## config.mk

```make
export PLATFORM = sky130hd
export DESIGN_NAME = bcc_core
export DESIGN_NICKNAME = d
export VERILOG_FILES = /design/src/hw/rtl/bcc_pkg.sv /design/src/hw/rtl/bcc_core.sv
export SDC_FILE = /design/constraint.sdc
export NUM_CORES = 1
export LEC_CHECK = 0
export ABC_AREA = 1
export ABC_CLOCK_PERIOD_IN_PS = 3900
export BUFFER_PORTS_ARGS = -buffer_cell sky130_fd_sc_hd__buf_2
export CORE_UTILIZATION = 55
export CTS_BUF_LIST = sky130_fd_sc_hd__clkbuf_4 sky130_fd_sc_hd__clkbuf_8
export CTS_CLUSTER_SIZE = 28
export DETAILED_ROUTE_END_ITERATION = 16
export HOLD_SLACK_MARGIN = 0.15
export PLACE_DENSITY_LB_ADDON = 0.05
export SYNTH_ARGS = -nofsm -noshare
export SYNTH_HDL_FRONTEND = slang
export SYNTH_SLANG_ARGS = --single-unit
export TNS_END_PERCENT = 5
```

## constraint.sdc

```tcl
create_clock -name clk_i -period 3.9 [get_ports clk_i]
set_input_delay 0.585 -clock clk_i [delete_from_list [all_inputs] [get_ports clk_i]]
set_output_delay 0.585 -clock clk_i [all_outputs]
set_load 0.03 [all_outputs]
```

## src/hw/rtl/bcc_pkg.sv

```systemverilog
// Package for the button click classifier: widths, codes and the structs
// passed between the top level and the classifier core. No dependencies.

package bcc_pkg;

  localparam int unsigned TimerW  = 16;
  localparam int unsigned CountW  = 4;
  localparam int unsigned CfgIdxW = 2;

  localparam logic [TimerW-1:0] TimerMax = {TimerW{1'b1}};
  localparam logic [CountW-1:0] CountMax = {CountW{1'b1}};

  // Reset values of the configuration registers
  localparam logic [TimerW-1:0] DebounceReset = TimerW'(2);
  localparam logic [TimerW-1:0] LongReset     = TimerW'(100);
  localparam logic [TimerW-1:0] SettleReset   = TimerW'(30);

  typedef enum logic {
    OP_TICK = 1'b0,
    OP_READ = 1'b1
  } op_e;

  typedef enum logic [1:0] {
    EV_CLICK  = 2'd0,
    EV_DOUBLE = 2'd1,
    EV_LONG   = 2'd2
  } ev_sel_e;

  typedef enum logic [CfgIdxW-1:0] {
    REG_DEBOUNCE = 2'd0,
    REG_LONG     = 2'd1,
    REG_SETTLE   = 2'd2
  } reg_idx_e;

  // Configuration as seen by the core
  typedef struct packed {
    logic [TimerW-1:0] debounce_period;
    logic [TimerW-1:0] long_press_ticks;
    logic [TimerW-1:0] settle_ticks;
  } cfg_t;

  // One input transaction
  typedef struct packed {
    logic       op;
    logic       pin_level;
    logic [1:0] event_select;
  } item_t;

  // One result transaction
  typedef struct packed {
    logic event_seen;
    logic pressed;
    logic click_pending;
    logic double_pending;
    logic long_pending;
  } res_t;

  // Saturating timer increment
  function automatic logic [TimerW-1:0] sat_inc(input logic [TimerW-1:0] v);
    logic [TimerW-1:0] r;
    r = (v == TimerMax) ? TimerMax : v + TimerW'(1);
    return r;
  endfunction

endpackage

```

## src/hw/rtl/bcc_core.sv

```systemverilog
// Classifier core: debounce state, press/release timers, press count and
// sticky event flags, updated once per stepped transaction. Uses bcc_pkg.

module bcc_core import bcc_pkg::*; (
  input  logic  clk_i,
  input  logic  rst_ni,
  input  logic  step_i,
  input  item_t item_i,
  input  cfg_t  cfg_i,
  output res_t  res_o
);

  logic [TimerW-1:0] sample_timer_q, sample_timer_d;
  logic              last_level_q, last_level_d;
  logic              pressed_q, pressed_d;
  logic [CountW-1:0] count_q, count_d;
  logic              click_q, click_d;
  logic              double_q, double_d;
  logic              long_q, long_d;
  logic [TimerW-1:0] press_timer_q, press_timer_d;
  logic [TimerW-1:0] release_timer_q, release_timer_d;
  logic              seen;
  logic [TimerW-1:0] st_inc;

  // Next state for one transaction
  always_comb begin
    sample_timer_d  = sample_timer_q;
    last_level_d    = last_level_q;
    pressed_d       = pressed_q;
    count_d         = count_q;
    click_d         = click_q;
    double_d        = double_q;
    long_d          = long_q;
    press_timer_d   = press_timer_q;
    release_timer_d = release_timer_q;
    seen            = 1'b0;
    st_inc          = sat_inc(sample_timer_q);

    if (item_i.op == OP_TICK) begin
      // Sample the pin once the debounce period has run out
      sample_timer_d = st_inc;
      if (st_inc > cfg_i.debounce_period) begin
        if (item_i.pin_level != last_level_q) begin
          last_level_d = item_i.pin_level;
          pressed_d    = !item_i.pin_level;
          if (!item_i.pin_level && count_q != CountMax) begin
            count_d = count_q + CountW'(1);
          end
        end
        sample_timer_d = '0;
      end
      // Time the press or the release
      if (pressed_d) begin
        if (press_timer_q == cfg_i.long_press_ticks) begin
          long_d  = 1'b1;
          count_d = '0;
        end
        press_timer_d   = sat_inc(press_timer_q);
        release_timer_d = '0;
      end else begin
        if (release_timer_q > cfg_i.settle_ticks && !long_q) begin
          if (count_d == CountW'(1)) begin
            click_d = 1'b1;
          end else if (count_d == CountW'(2)) begin
            double_d = 1'b1;
          end
          count_d = '0;
        end
        press_timer_d   = '0;
        release_timer_d = sat_inc(release_timer_q);
      end
    end else begin
      // Read and clear one sticky flag
      case (item_i.event_select)
        EV_CLICK: begin
          seen    = click_q;
          click_d = 1'b0;
        end
        EV_DOUBLE: begin
          seen     = double_q;
          double_d = 1'b0;
        end
        EV_LONG: begin
          seen   = long_q;
          long_d = 1'b0;
        end
        default: begin
          seen = 1'b0;
        end
      endcase
    end
  end

  always_ff @(posedge clk_i or negedge rst_ni) begin
    if (!rst_ni) begin
      sample_timer_q  <= '0;
      last_level_q    <= 1'b1;
      pressed_q       <= 1'b0;
      count_q         <= '0;
      click_q         <= 1'b0;
      double_q        <= 1'b0;
      long_q          <= 1'b0;
      press_timer_q   <= '0;
      release_timer_q <= '0;
    end else if (step_i) begin
      sample_timer_q  <= sample_timer_d;
      last_level_q    <= last_level_d;
      pressed_q       <= pressed_d;
      count_q         <= count_d;
      click_q         <= click_d;
      double_q        <= double_d;
      long_q          <= long_d;
      press_timer_q   <= press_timer_d;
      release_timer_q <= release_timer_d;
    end
  end

  assign res_o = '{event_seen:     seen,
                   pressed:        pressed_d,
                   click_pending:  click_d,
                   double_pending: double_d,
                   long_pending:   long_d};

  // Only one of the two timers runs at a time
  a_press_timer_idle: assert property (@(posedge clk_i) disable iff (!rst_ni)
    !pressed_q |-> press_timer_q == '0)
    else $error("press timer running while released");

  a_release_timer_idle: assert property (@(posedge clk_i) disable iff (!rst_ni)
    pressed_q |-> release_timer_q == '0)
    else $error("release timer running while pressed");

  a_read_clears: assert property (@(posedge clk_i) disable iff (!rst_ni)
    step_i && item_i.op == OP_READ && item_i.event_select == EV_CLICK |=> !click_q)
    else $error("click flag survived its read");

endmodule

```

**Word level (Yosys, flattened, before mapping)**

Cells that the tools add are included.

- Flip-flop bits (word level): 57
- Bits of input ports: 55

- Add/sub/neg operators: 4
- Order comparisons: 2
- Equality and inequality tests: 10
- Multiplexer cells: 34
- Bitwise logic cells: 1
- Reductions and logical operators: 7

Operator list:

| operator | count |
|---|---|
| 16-bit two-way mux | 6 |
| 16-bit by 1-bit adder with 16-bit output (second input constant) | 3 |
| 16-bit equality test (second input constant) | 3 |
| 16-bit greater-than comparator | 2 |
| 4-bit two-way mux | 7 |
| 1-bit two-way mux | 20 |
| 16-bit equality test | 1 |
| 4-bit by 1-bit adder with 4-bit output (second input constant) | 1 |
| 4-bit by 1-bit equality test with 1-bit output (second input constant) | 1 |
| 4-bit by 2-bit equality test with 1-bit output (second input constant) | 1 |
| 4-bit inequality test (second input constant) | 1 |
| 4-bit AND reduction | 1 |
| 1-bit one-hot mux with 3 select lines | 1 |
| 2-bit by 1-bit equality test with 1-bit output (second input constant) | 1 |
| 2-bit equality test (second input constant) | 1 |
| 1-bit logical AND | 2 |
| 1-bit zero test | 2 |
| 2-bit zero test | 1 |
| 2-bit AND reduction | 1 |
| 1-bit inequality test | 1 |
| 1-bit inverter | 1 |

**Depth between registers and ports, before layout**

- Word-level depth: 12
- Mapped depth: 28
- Mapped depth without buffers: 26

**Worst setup path before layout**

Ideal clock, no wire load.

- Path type: register -> output
- From: reg sample_timer_q[0]
- To: out res_o[0] (netlist bit)
- Arrival time: 2.834 ns
- Data required time: 3.315 ns
- Setup slack: 0.481 ns
- Stages on the path, launching flop included: 23
- Cell sequence: dfrtp_1 -> ha_1 -> nand3_2 -> nor3_4 -> nand3_2 -> nor2_4 -> nand2_4 -> nor2_4 -> buf_6 -> a21oi_1 -> o21ai_2 -> ha_1 -> nand2_1 -> o21ai_0 -> a21oi_1 -> nand2_1 -> buf_4 -> nand3_2 -> nand2_2 -> inv_1 -> nand2_1 -> o21ai_1 -> buf_4

- Cells in the longest elaborated chain, start to end: 7
- Elaborated cells between the ends (all ways): 8
- Classes of those cells: add/sub: 1; order compare: 1; eq/ne: 1; mux: 5

Ends and longest elaborated chain:

| what | RTL line | text |
|---|---|---|
| start, declared | bcc_core.sv:13 | `logic [TimerW-1:0] sample_timer_q, sample_timer_d;` |
| start signal, assigned | bcc_core.sv:106 | `sample_timer_q <= sample_timer_d;` |
| 16-bit by 1-bit adder with 16-bit output or 16-bit equality test (tied branches) | bcc_pkg.sv:61 | `r = (v == TimerMax) ? TimerMax : v + TimerW'(1);` |
| 16-bit two-way mux (*) | bcc_pkg.sv:61 |  |
| 16-bit greater-than comparator (*) | bcc_core.sv:42 | `if (st_inc > cfg_i.debounce_period) begin` |
| 1-bit two-way mux (*) | bcc_core.sv:42 |  |
| 1-bit two-way mux (*) | bcc_core.sv:39 | `if (item_i.op == OP_TICK) begin` |
| 1-bit two-way mux (*) | bcc_core.sv:53 | `if (pressed_d) begin` |
| 1-bit two-way mux (*) | bcc_core.sv:39 |  |
| end, declared | bcc_core.sv:10 | `output res_t res_o` |

Mark *: on every way between the ends. The rest lies on a longest branch, timed or not. The select of a mux whose other input is x is not followed.

==> flow_summary.yaml <==
synth:
  synth-seq-cells: 57
  async_reset_ff_share_pct: 100.0
  synth_top_area_cell: "dfrtp_1"
  synth_edf_count: 0
  yosys-top-cells-area: "dfrtp_1, nand2_1, ha_1"
  ys_types: 40
  synth_area_sq_um: 4643
  seq_area_frac_synth_pct: 30.75
  netlist_instances: 651
  syn-num-nets: 742
  yosysWarnings: 0
  ys.flop_type: "dfrtp_1"
  syn_avg_cell_area_sq_um: 7.132
  yosysTopAreaCellShare_pct: 30.18
  synth_commonest_cells: "nand2_1, inv_1, dfrtp_1, o21ai_0, nor2_1"
  synth_most_common_cell: "nand2_1"
timing:
  relSlewSlack_pct: 53.48
  hold_violations: 0
  drv_slew: 0
  finalSetupViolCount: 3
  post-route-period-util_pct: 105.1
  fin_crit_ns: 4.099
  max_freq_mhz: 243.9
  rsz0062_at_grt: "true"
  fin_ws_ns: -0.1993
  worst_slew_pin_slew_ns: 0.6978
  skew_ns: 0.01195
  fin_setup_tns_ns: -0.5683
pwr:
  p_per_area_nw_per_um2: 410.5
  peakVddDrop_v: 0.0003015
  leakagePower_nw: 2.907
outcome:
  violations: "setup timing"
  status: "finished, violations left"
floorplanning:
  die_w_um: 93.88
  io_pins: 60
  dieArea_sq_um: 8813
  start_util_pct: 56.80
  rows: 33
  die_y_um: 93.88
  core_area_sq_um: 8175
clock_network:
  clockBufferDepth: 2
  clock_latency_ns: 0.34
  cts_buffers: 9
  cts_num_sinks: 57
  ctsHtreeMaxLevel: 3
  cts_root_buf: "clkbuf_8"
  cts.clk_slew.worst_paths_ns: 0.07
  ctsHoldBuffers: 0
  cts_tree: "done"
flow_run:
  maxCapViolations: 0
finish:
  syn_to_final_growth_pct: 21.93
  fill_cells: 682
  antenna_cells: 0
  multi_input_area_sq_um: 2867
  final_layout_size_suffix_gt1_share_pct: 23.41
  fin_nets: 825
  register_area_sq_um: 1430
  utilization_pct: 69.25
placement:
  gp_congestion: 0.8710
  dp_slack_ns: -0.1429
  dp_hpwl_mm: 7.877
  port_buffers: 59
grt:
  grt_max_degree: 48
  grt_usage_pct: 26.38
  overflow: 0
  grt_pass1_wl_mm: 18.17
  antenna_found_initial: 0
  grt_pass1_vias: 4100
min_path:
  hp-class: "in -> async"
detailed_routing:
  ant_nets: 0
  wl_mm: 11.19
  first_pass_iters: 4
  vias_per_cell: 5.355
  vias: 4520
  drtIter0Drc: 196
  wire_per_inst_um: 13.26
  drc: 0
setup_path:
  crit_path_max_fanout: 3
  crit_type: "reg -> out"
  worstPathArrival_ns: 3.51
  endpoint_kind: "output pin"
  cp_data_required_time_ns: 3.31
  cp-start-kind: "register"
==> power breakdown <==
group,total (mW),leakage [nW],internal [mW],switching [mW]
Combinational,0.873,2.02,0.362,0.511
Sequential,0.823,0.771,0.699,0.123
Clock,0.629,0.117,0.383,0.246
==> worst max-delay path, cell delays in order, from the launching register on <==
cell	delay, ns
dfrtp_2	0.42
nand3_4	0.10
nor2_4	0.15
nand3_4	0.09
nor3_4	0.16
nand3_2	0.14
nor2_2	0.17
o21ai_1	0.09
a21oi_2	0.15
inv_1	0.10
ha_4	0.28
nand4_1	0.11
nor2_2	0.20
nand3_2	0.16
nand2_2	0.14
buf_4	0.11
nor2_2	0.03
nand3b_1	0.08
nand2_1	0.08
nor2_2	0.12
nand3_1	0.09
nand2_2	0.09
buf_6	0.13
==> sequential cells by signal, summed over array words and instances (netlist names) <==
name             cells
double_q             1
sample_timer_q      16
count_q              4
pressed_q            1
press_timer_q       16
long_q               1
click_q              1
last_level_q         1
release_timer_q     16
==> per-stage QoR <==
stage | std cells | instance area (sq um) | hold slack, ns | power (mW)
6_report | 844 | 5662 | 0.2956 | 2.324
4_1_cts | 837 | 5518 | 0.3031 | 2.242
3_5_place_dp | 806 | 5032 | 0.4903 | 1.529
2_1_floorplan | 651 | 4643 | 0.2894 | 1.342
5_1_grt | 844 | 5662 | 0.3283 | 2.484
3_3_place_gp | 806 | 5032 | 0.4850 | 1.504
==> cells in the final DEF, fill, tap and decap left out, types with 6 or more instances in the layout <==
cell        n
nand2_1   119
inv_1     115
buf_2      55
dfrtp_1    54
o21ai_0    53
nor2_1     35
nand3_1    34
ha_1       32
xor2_1     24
a21oi_1    24
buf_4      23
o22ai_1    21
nor3_1     15
nor2_2     12
nand2_2    11
o21ai_1    11
clkbuf_8   10
xnor2_1     9
nand4_1     8
buf_6       7
or2_2       6
==> logic make-up after synthesis <==
| logic type | count (synthesis) | share of synthesized area (%) |
|---|---|---|
| AO/OA/AOI/OAI | 121 | 14.01 |
| adder cells (fa/ha/maj) | 37 | 9.916 |
| XOR/XNOR | 33 | 6.225 |
| AND/OR/NAND/NOR | 269 | 27.57 |
| flip-flops | 57 | 30.75 |
| buffers and inverters | 134 | 11.53 |
==> layer usage <==
metal / wire length, um / share of wire [%] / vias to the layer above / GRT usage [%]
met5: 0 / 0 / - / 0
met4: 248 / 2.2 / 0 / 11.28
met3: 504 / 4.5 / 22 / 3.641
met2: 5351 / 48 / 122 / 43.92
met1: 5087 / 45 / 2099 / 34.19
li1: - / - / 2277 / -
==> final cells by class <==
class,count,area share (%)
Inverter,118,7.823
Clock buffer,11,2.564
Multi-Input combinational cell,461,50.63
Sequential cell,57,25.26
Clock inverter,5,1.392
Tap cell,105,2.320
Timing Repair Buffer,87,10.01
==> what timing repair did <==
item,4_1_cts,5_1_grt
buffers inserted,14,7
endpoints found under the setup margin,4,4
pin swaps,15,28
gates cloned,1,0
endpoints found under the hold margin,0,0
gates resized for setup,27,29
==> worst paths after layout <==
path,startpoint,to,slack [ns],cells past startpoint
max,sample_timer_q[0]$_DFFE_PN0P_,res_o[2],-0.20,22
min,rst_ni,double_q$_DFFE_PN0P_,0.30,1
max reg2reg,sample_timer_q[0]$_DFFE_PN0P_,sample_timer_q[11]$_DFFE_PN0P_,0.44,20
min reg2reg,last_level_q$_DFFE_PN1P_,last_level_q$_DFFE_PN1P_,0.50,2
max in group asynchronous,rst_ni,last_level_q$_DFFE_PN1P_,2.73,2
min in group clk_i,last_level_q$_DFFE_PN1P_,last_level_q$_DFFE_PN1P_,0.50,2
No activity file was read; power rests on OpenSTA's default activity.
